===== config.mk =====
export PLATFORM = sky130hd
export DESIGN_NAME = numsch_alu
export DESIGN_NICKNAME = d
export VERILOG_FILES = /design/src/design/numsch_pkg.sv /design/src/design/numsch_alu.sv
export SDC_FILE = /design/constraint.sdc
export NUM_CORES = 2
export LEC_CHECK = 0
export ABC_AREA = 1
export ABC_CLOCK_PERIOD_IN_PS = 39800
export BUFFER_PORTS_ARGS = -buffer_cell sky130_fd_sc_hd__buf_2
export CAP_MARGIN = 20
export CORE_UTILIZATION = 50
export CTS_CLUSTER_DIAMETER = 30
export DETAILED_ROUTE_END_ITERATION = 12
export MAX_ROUTING_LAYER = met4
export PLACE_DENSITY = 0.68
export SETUP_SLACK_MARGIN = 0.15
export SLEW_MARGIN = 10
export SYNTH_ARGS = -nofsm -noshare
export SYNTH_HDL_FRONTEND = slang
export SYNTH_SLANG_ARGS = --single-unit

===== constraint.sdc =====
create_clock -name clk -period 39.8 [get_ports clk]
set_input_delay 5.97 -clock clk [delete_from_list [all_inputs] [get_ports clk]]
set_output_delay 5.97 -clock clk [all_outputs]
set_load 0.01 [all_outputs]

===== src/design/numsch_pkg.sv =====
`default_nettype none

package numsch_pkg;

	// Field and register widths.
	localparam int VALUE_W    = 32;
	localparam int FRAC_BITS  = 16;
	localparam int ENERGY_W   = 31;
	localparam int H2_W       = 32;
	localparam int ACTION_W   = 2;
	localparam int CFG_IDX_W  = 2;
	localparam int CFG_DATA_W = 32;

	// Datapath widths of the shared unit.
	localparam int MUL_W  = 32;
	localparam int PROD_W = 2 * MUL_W;
	localparam int QUO_W  = 32;
	localparam int CMAG_W = 49;
	localparam int ACC_W  = 82;
	localparam int REM_W  = CMAG_W + 1;
	localparam int D3_W   = 64;

	// Actions.
	localparam logic [ACTION_W-1:0] ACT_LOAD_OLDER = 2'd0;
	localparam logic [ACTION_W-1:0] ACT_LOAD_PREV  = 2'd1;
	localparam logic [ACTION_W-1:0] ACT_STEP       = 2'd2;

	// Register indexes.
	localparam logic [CFG_IDX_W-1:0] REG_ENERGY    = 2'd0;
	localparam logic [CFG_IDX_W-1:0] REG_H_SQUARED = 2'd1;

	localparam logic [H2_W-1:0] H2_RESET = 32'd429497;

	localparam logic [VALUE_W-1:0] VAL_MAX = {1'b0, {(VALUE_W-1){1'b1}}};
	localparam logic [VALUE_W-1:0] VAL_MIN = {1'b1, {(VALUE_W-1){1'b0}}};

	typedef enum logic [2:0] {
		ALU_NOP,
		ALU_MUL,
		ALU_ACC,
		ALU_D3_FIRST,
		ALU_D3_NEXT,
		ALU_DIV_LOAD,
		ALU_DIV_STEP
	} alu_op_t;

	typedef struct packed {
		alu_op_t             op;
		logic [MUL_W-1:0]    mul_a;
		logic [MUL_W-1:0]    mul_b;
		logic                acc_clr;
		logic                acc_sub;
		logic                acc_hi;
		logic [D3_W-1:0]     d3_in;
		logic [ACC_W-1:0]    div_num;
		logic [CMAG_W-1:0]   divisor;
	} alu_cmd_t;

	typedef struct packed {
		logic [PROD_W-1:0]       prod;
		logic signed [ACC_W-1:0] acc;
		logic [D3_W-1:0]         d3q;
		logic [QUO_W-1:0]        quo;
	} alu_res_t;

endpackage

`default_nettype wire


===== src/design/numsch_alu.sv =====
`default_nettype none

module numsch_alu (
	input  wire logic                clk,
	input  wire numsch_pkg::alu_cmd_t cmd,
	output numsch_pkg::alu_res_t     res
);
	import numsch_pkg::*;

	logic [PROD_W-1:0]       prod_q;
	logic signed [ACC_W-1:0] acc_q;
	logic [D3_W-1:0]         d3_q;
	logic [1:0]              d3r_q;
	logic [REM_W-1:0]        rem_q;
	logic [QUO_W-1:0]        nq_q;
	logic [CMAG_W-1:0]       dvs_q;

	// Divide a six-bit value (remainder and one nibble) by three.
	// Multiplying by 43/128 is exact for values below 48.
	function automatic logic [5:0] div3_nib(input logic [1:0] r, input logic [3:0] n);
		logic [5:0]  v;
		logic [11:0] m;
		logic [3:0]  q;
		logic [5:0]  rr;
		v  = {r, n};
		m  = {6'd0, v} * 12'd43;
		q  = m[10:7];
		rr = v - {1'b0, q, 1'b0} - {2'b00, q};
		return {q, rr[1:0]};
	endfunction

	// One 32-bit word divided by three, a nibble at a time.
	function automatic logic [QUO_W+1:0] div3_word(input logic [1:0] r,
			input logic [QUO_W-1:0] w);
		logic [QUO_W-1:0] q;
		logic [1:0]       rr;
		logic [5:0]       st;
		q  = '0;
		rr = r;
		for (int i = QUO_W / 4 - 1; i >= 0; i--) begin
			st = div3_nib(rr, w[i*4 +: 4]);
			q[i*4 +: 4] = st[5:2];
			rr = st[1:0];
		end
		return {q, rr};
	endfunction

	logic [ACC_W-1:0]  acc_x;
	logic [ACC_W-1:0]  acc_base;
	logic [ACC_W-1:0]  acc_next;
	logic [QUO_W-1:0]  d3_chunk;
	logic [1:0]        d3_rin;
	logic [QUO_W+1:0]  d3_out;
	logic [REM_W-1:0]  trial;
	logic              fits;

	// Accumulate, divide-by-three and long-division step logic.
	always_comb begin
		acc_x    = cmd.acc_hi ? ACC_W'({prod_q, {MUL_W{1'b0}}}) : ACC_W'(prod_q);
		acc_base = cmd.acc_clr ? '0 : acc_q;
		acc_next = cmd.acc_sub ? acc_base - acc_x : acc_base + acc_x;

		if (cmd.op == ALU_D3_FIRST) begin
			d3_chunk = cmd.d3_in[D3_W-1:QUO_W];
			d3_rin   = 2'd0;
		end else begin
			d3_chunk = d3_q[D3_W-1:QUO_W];
			d3_rin   = d3r_q;
		end
		d3_out = div3_word(d3_rin, d3_chunk);

		trial = {rem_q[REM_W-2:0], nq_q[QUO_W-1]};
		fits  = trial >= {1'b0, dvs_q};
	end

	always_ff @(posedge clk) begin
		case (cmd.op)
			ALU_MUL: begin
				prod_q <= cmd.mul_a * cmd.mul_b;
			end
			ALU_ACC: begin
				acc_q <= acc_next;
			end
			ALU_D3_FIRST: begin
				d3_q  <= {cmd.d3_in[QUO_W-1:0], d3_out[QUO_W+1:2]};
				d3r_q <= d3_out[1:0];
			end
			ALU_D3_NEXT: begin
				d3_q  <= {d3_q[QUO_W-1:0], d3_out[QUO_W+1:2]};
				d3r_q <= d3_out[1:0];
			end
			ALU_DIV_LOAD: begin
				rem_q <= REM_W'(cmd.div_num[ACC_W-1:QUO_W]);
				nq_q  <= cmd.div_num[QUO_W-1:0];
				dvs_q <= cmd.divisor;
			end
			ALU_DIV_STEP: begin
				rem_q <= fits ? trial - {1'b0, dvs_q} : trial;
				nq_q  <= {nq_q[QUO_W-2:0], fits};
			end
			default: begin
			end
		endcase
	end

	assign res.prod = prod_q;
	assign res.acc  = acc_q;
	assign res.d3q  = d3_q;
	assign res.quo  = nq_q;

endmodule

`default_nettype wire


* Word level (Yosys, flattened, before mapping)
Cells that the tools add are included.
Word-level totals: output and inout bits 242, flip-flop bits (word level) 342, word-level logic and storage cells 54, input port bits 266
Operators by class: equality and inequality tests 6, magnitude comparators 1, muxes and demuxes 9, $mul 9, $add $sub $neg 19, reductions and logical operators 3
Operators by type and width (count):
- $mux 82 | 3
- $pmux 64 s2 | 1
- $pmux 49 s2 | 1
- $mul 6x6->11 const B | 8
- $add 82x82->82 | 1
- $sub 82x82->82 | 1
- $mul 32x32->64 | 1
- $pmux 32 s2 | 1
- $ge 50x49->1 | 1
- $mux 49 | 1
- $sub 49x49->49 | 1
- $mux 32 | 1
- $sub 2x2->2 | 16
- $eq 3x3->1 const B | 3
- $eq 3x2->1 const B | 2
- $reduce_bool 2->1 | 2
- $eq 3x1->1 const B | 1
- $mux 2 | 1
- $reduce_or 2->1 | 1

* Logic depth before layout (Yosys ltp)
depth after elaboration 26, gate-level depth with buffers 166, depth with buffers taken out 164

* Least setup slack after synthesis
Ideal clock, no wire load.
kind in2reg, from input cmd[263] (netlist bit), to register d3r_q[0] (data pin), slack 12.825 ns, data required time 39.546 ns, stages 130, path buffers 3, arrival 26.720 ns, setup time 0.254 ns, cells stage by stage buf_2 nand3_4 inv_2 buf_2 clkbuf_1 nand2_1 nand2_1 ha_1 inv_1 fa_1 inv_1 fa_1 ha_1 a21oi_1 nand3b_1 nand2_1 inv_1 ha_1 [... 94 more ...] nand3_1 nand2_1 inv_1 nor2_1 nor2_1 ha_1 inv_1 fa_1 inv_1 ha_1 nand2_1 inv_1 nand2_1 nand2_1 nand2_1 and2_1 xnor2_1 inv_1
Between the ends: word-level cells in the longest chain between the ends 25, elaborated cells between the ends (all ways) 27, classes of those cells add/sub: 16; mul: 8; eq/ne: 1; mux: 2
Ends and longest elaborated chain:
- start, declared | RTL line numsch_alu.sv:5 | input wire numsch_pkg::alu_cmd_t cmd,
- $eq 3x2->1 (*) | RTL line numsch_alu.sv:63 | if (cmd.op == ALU_D3_FIRST) begin
- $mux 32 / $mux 2 (equally long branches) | RTL line numsch_alu.sv:63
- $mul 6x6->11 (*) | RTL line numsch_alu.sv:26 | m = {6'd0, v} * 12'd43;
- named net d3_out[30] | RTL line numsch_alu.sv:53 | logic [QUO_W+1:0] d3_out;
- $sub 2x2->2 | RTL line numsch_alu.sv:28 | rr = v - {1'b0, q, 1'b0} - {2'b00, q};
- $sub 2x2->2 (*) | RTL line numsch_alu.sv:28
- $mul 6x6->11 (*) | RTL line numsch_alu.sv:26
- named net d3_out[26] | RTL line numsch_alu.sv:53
- [... 3 more ...]
- named net d3_out[22] | RTL line numsch_alu.sv:53
- [... 3 more ...]
- named net d3_out[18] | RTL line numsch_alu.sv:53
- [... 3 more ...]
- named net d3_out[14] | RTL line numsch_alu.sv:53
- [... 3 more ...]
- named net d3_out[10] | RTL line numsch_alu.sv:53
- [... 2 more ...]
- $mul 6x6->11 (*) | RTL line numsch_alu.sv:26
- named net d3_out[6] | RTL line numsch_alu.sv:53
- $sub 2x2->2 | RTL line numsch_alu.sv:28
- $sub 2x2->2 (*) | RTL line numsch_alu.sv:28
- $mul 6x6->11 (*) | RTL line numsch_alu.sv:26
- named net d3_out[2] | RTL line numsch_alu.sv:53
- $sub 2x2->2 (*) | RTL line numsch_alu.sv:28
- named net d3_out[0] | RTL line numsch_alu.sv:53
- end signal, assigned | RTL line numsch_alu.sv:86 | d3r_q <= d3_out[1:0];
- end signal, assigned | RTL line numsch_alu.sv:90 | d3r_q <= d3_out[1:0];
- end, declared | RTL line numsch_alu.sv:13 | logic [1:0] d3r_q;
The timed path passes the listed nets; every way through them passes the cells marked *. A chain may end at the register's enable or synchronous reset.

* Final worst setup path
from input cmd[264] (netlist bit), to register d3_q[2] (data pin)
Between the ends: word-level cells in the longest chain between the ends 25, elaborated cells between the ends (all ways) 26, classes of those cells add/sub: 14; mul: 8; eq/ne: 1; mux: 3
Ends and longest elaborated chain:
- $eq 3x2->1 (*) | RTL line numsch_alu.sv:63
- $mux 32 / $mux 2 (equally long branches) | RTL line numsch_alu.sv:63
- $mul 6x6->11 (*) | RTL line numsch_alu.sv:26
- named net d3_out[30] | RTL line numsch_alu.sv:53
- $sub 2x2->2 | RTL line numsch_alu.sv:28
- $sub 2x2->2 (*) | RTL line numsch_alu.sv:28
- $mul 6x6->11 (*) | RTL line numsch_alu.sv:26
- named net d3_out[26] | RTL line numsch_alu.sv:53
- [... 3 more ...]
- named net d3_out[22] | RTL line numsch_alu.sv:53
- [... 3 more ...]
- named net d3_out[18] | RTL line numsch_alu.sv:53
- [... 3 more ...]
- named net d3_out[14] | RTL line numsch_alu.sv:53
- [... 3 more ...]
- named net d3_out[10] | RTL line numsch_alu.sv:53
- [... 1 more ...]
- $sub 2x2->2 (*) | RTL line numsch_alu.sv:28
- $mul 6x6->11 (*) | RTL line numsch_alu.sv:26
- named net d3_out[6] | RTL line numsch_alu.sv:53
- $sub 2x2->2 | RTL line numsch_alu.sv:28
- $sub 2x2->2 (*) | RTL line numsch_alu.sv:28
- $mul 6x6->11 (*) | RTL line numsch_alu.sv:26
- named net d3_out[4] | RTL line numsch_alu.sv:53
- $pmux 64 s2 (*) | RTL line numsch_alu.sv:77 | case (cmd.op)
- end signal, assigned | RTL line numsch_alu.sv:85 | d3_q <= {cmd.d3_in[QUO_W-1:0], d3_out[QUO_W+1:2]};
- end signal, assigned | RTL line numsch_alu.sv:89 | d3_q <= {d3_q[QUO_W-1:0], d3_out[QUO_W+1:2]};
- end, declared | RTL line numsch_alu.sv:12 | logic [D3_W-1:0] d3_q;
The timed path passes the listed nets; every way through them passes the cells marked *. The select of a mux whose other input is x is not followed.

==> flow_summary.ini <==
[status]
status = completed

[global_routing]
number_of_antenna_violations_at_the_first_check_in_global_routing = 11
grt_first_pass_wirelength_um = 356000
grt.total_usage = 0.355
grt.overflow.total = 0
grt_max_degree = 83
first_global_vias = 62000

[timing]
grt_setup_unrepaired = no
timing.final.max_slew_violations = 0
achievable-frequency_ghz = 0.0345
clock-skew-final_ns = 0.0953
final-setup-viol-count = 0
max-slew-margin-rel = 0.236
hold_violations = 0
layout_min_cycle_time_ns = 29.01
final_worst_path_period_share = 0.729
max_slew.worst_pin.slew_ns = 1.15
setup_tns_ns = 0

[floorplan]
num_rows = 133
dieWidth_um = 367
floorplan.initialDensity = 0.506
fp.dieArea_um2 = 135000
floorplan.core_area_um2 = 132000
io_pins = 508
die_height_um = 367

[logic_synthesis]
syn-mean-instance-area_um2 = 7.46
ys_seq_elements = 342
synthCells = 8946
count_of_yosys_warnings_during_synthesis = 0
synth_top_cell_area_share = 0.279
postSynthNetCount = 10700
yosysSeqAreaShare = 0.154
number_of_flops_mapped_to_enable_cells_by_yosys = 342
synth_area_leader_cell = sky130_fd_sc_hd__fa_1
cell_types_with_the_largest_area_share_after_synthesis = sky130_fd_sc_hd__fa_1, sky130_fd_sc_hd__edfxtp_1, sky130_fd_sc_hd__nand2_1, sky130_fd_sc_hd__inv_1, sky130_fd_sc_hd__ha_1
asyncSetResetFlopFracSynth = 0
dominantRegCellSynth = sky130_fd_sc_hd__edfxtp_1
synthDistinctLibCells = 52
syn_area_um2 = 66800

[clock_tree]
cts-root-to-sink-buffers = 3
post_cts_resized = 0
cts.htree.levels = 3
cts_inserted_buffers = 98
clkSinkCount = 342
clock_tree_from_tritoncts = yes
cts.root.buffer_cell = sky130_fd_sc_hd__clkbuf_16
clk_pin_slew_worst_paths_ns = 0.05
ctsHoldBuffers = 0
clk-insertion-delay-late_ns = 0.74
post-cts-setup-buffer-count = 0

[worst_setup_path]
critical-path-top-cell-by-count = sky130_fd_sc_hd__nand2_1
critical-path-max-stage-delay_ns = 0.53
path_delay_family = adder cells
crit_path_start = cmd[264]
worst-endpoint-arrival_ns = 29.45
path_class = in -> reg
critical_path.slowest_cell = sky130_fd_sc_hd__fa_1
critPathRequiredTime_ns = 40.24
critPathLaunchType = primary input
timing.critical_path.to_type = flip-flop
critical_path.reg2reg.startpoint = d3_q[60]
crit_buf_inv = 24
critical_path_peak_fanout = 34

[place]
globalplace.congestion = 1.01
place.port_buffers = 506
placed_cell_area_um2 = 70800
hpwl_um = 186000

[layout]
share_of_layout_cells_above_drive_strength_1 = 0.0880
num-fill-cells = 12700
final-seq-area_um2 = 10300
multi_input_comb_area_um2 = 47500
areaGrowthSynthToFinish_pct = 11.3
fin_nets = 11100
finalInstanceArea_um2 = 74300

[route]
remaining_drc_errors = 0
detailroute.via_count = 60400
drt-wirelength-per-cell_um = 20.8
first_pass_iters = 6
antenna_violating_nets_post_route = 0
wl_um = 232000
dr.first_iter.drc_count = 5477
post_drt_via_cell_ratio = 5.40

[min_path]
hold_path.class = reg -> reg
holdCritStartpoint = nq_q[16]

[job]
maxCapViolations = 0
## stage by stage
| step | util | instances | hold slack (ns) | setup slack (ns) |
|---|---|---|---|---|
| after global routing | 0.563 | 11200 | 0.550 | 8.45 |
| after detailed placement | 0.536 | 11000 | 0.534 | 10.11 |
| after floorplan | - | 8946 | 0.590 | 12.83 |
| final | 0.563 | 11200 | 0.469 | 10.79 |
| after CTS | 0.563 | 11200 | 0.475 | 10.77 |
| after global placement | 0.536 | 11000 | 0.523 | 10.59 |
## sequential cells by signal (all words and copies together), names as in the netlist
| name | cells |
|---|---|
| dvs_q | 49 |
| rem_q | 49 |
| nq_q | 32 |
| acc_q | 82 |
| prod_q | 64 |
| d3_q | 64 |
| d3r_q | 2 |
## final timing paths
kind	to	slack, ns	depth (start not counted)
min reg2reg	nq_q[17]	0.47	2
min	nq_q[17]	0.47	2
max	d3_q[2]	10.79	130
max reg2reg	d3_q[2]	16.90	126
## layout make-up
class / instances / share of cell area
clock buffers: 109 / 0.0336
clock inverters: 74 / 0.0135
inverters: 2126 / 0.107
diodes: 7 / 0.000236
flip-flops and latches: 342 / 0.138
well taps: 1755 / 0.0296
multi-input cells: 6208 / 0.639
repair buffers: 550 / 0.0385
## cell families after synthesis
group / Yosys count / share of synthesized area
buffers and inverters: 2396 / 0.136
adders and majority gates: 1511 / 0.388
AOI/OAI and AO/OA: 714 / 0.0587
muxes: 32 / 0.00540
xor gates and xnor gates: 254 / 0.0333
and+or+nand+nor: 3697 / 0.225
DFF: 342 / 0.154
## cell usage in the layout (no fill, tap or decap), types with 19 or more instances in the layout
master and instances:
sky130_fd_sc_hd__nand2_1 2465, sky130_fd_sc_hd__inv_1 2109, sky130_fd_sc_hd__fa_1 930, sky130_fd_sc_hd__nor2_1 650, sky130_fd_sc_hd__ha_1 581, sky130_fd_sc_hd__buf_2 506
sky130_fd_sc_hd__edfxtp_1 342, sky130_fd_sc_hd__a21oi_1 325, sky130_fd_sc_hd__nand3_1 297, sky130_fd_sc_hd__o21ai_0 221, sky130_fd_sc_hd__xor2_1 168, sky130_fd_sc_hd__nand4_1 126
sky130_fd_sc_hd__clkbuf_16 98, sky130_fd_sc_hd__xnor2_1 86, sky130_fd_sc_hd__nor3_1 49, sky130_fd_sc_hd__buf_4 44, sky130_fd_sc_hd__a21o_1 34, sky130_fd_sc_hd__mux2_2 32
sky130_fd_sc_hd__o21a_1 27, sky130_fd_sc_hd__o21bai_1 26, sky130_fd_sc_hd__o21ai_1 24, sky130_fd_sc_hd__nand2_2 22, sky130_fd_sc_hd__clkinv_1 19
## layer usage
metal	GRT usage	vias up	wire (um)
met1	0.456	29300	94500
met3	0.0553	562	19500
met4	0.138	0	10100
li1	-	27800	-
met5	-	-	0
met2	0.564	2718	108000
## Yosys cell counts (8+ instances only)
cell type,instances
sky130_fd_sc_hd__o211ai_1,8
sky130_fd_sc_hd__buf_2,23
sky130_fd_sc_hd__clkbuf_1,231
sky130_fd_sc_hd__ha_1,581
sky130_fd_sc_hd__a21oi_1,325
sky130_fd_sc_hd__inv_2,16
sky130_fd_sc_hd__o21ai_0,222
sky130_fd_sc_hd__xor2_1,168
sky130_fd_sc_hd__and3_1,12
sky130_fd_sc_hd__fa_1,930
sky130_fd_sc_hd__nand2_2,21
sky130_fd_sc_hd__nor2_1,652
sky130_fd_sc_hd__nand2_1,2466
sky130_fd_sc_hd__nand3_1,299
sky130_fd_sc_hd__inv_1,2109
sky130_fd_sc_hd__edfxtp_1,342
sky130_fd_sc_hd__nand3b_1,11
sky130_fd_sc_hd__nand4_1,126
sky130_fd_sc_hd__mux2_2,32
sky130_fd_sc_hd__nor3_1,52
sky130_fd_sc_hd__a31oi_1,16
sky130_fd_sc_hd__nor4_1,9
sky130_fd_sc_hd__o21bai_1,26
sky130_fd_sc_hd__o21a_1,27
sky130_fd_sc_hd__a21o_1,34
sky130_fd_sc_hd__o21ai_1,24
sky130_fd_sc_hd__nor2_2,10
sky130_fd_sc_hd__or2_2,10
sky130_fd_sc_hd__a21boi_0,16
sky130_fd_sc_hd__xnor2_1,86
## worst min-delay path, cell delays in order (launching register included)
cell	delay [ns]
sky130_fd_sc_hd__edfxtp_1	0.33
sky130_fd_sc_hd__nand2_1	0.05
sky130_fd_sc_hd__nand2_1	0.06
Power is left out: the tool's default activity adds up to more than one toggle a clock period on the data nets, which glitch-free logic cannot reach.
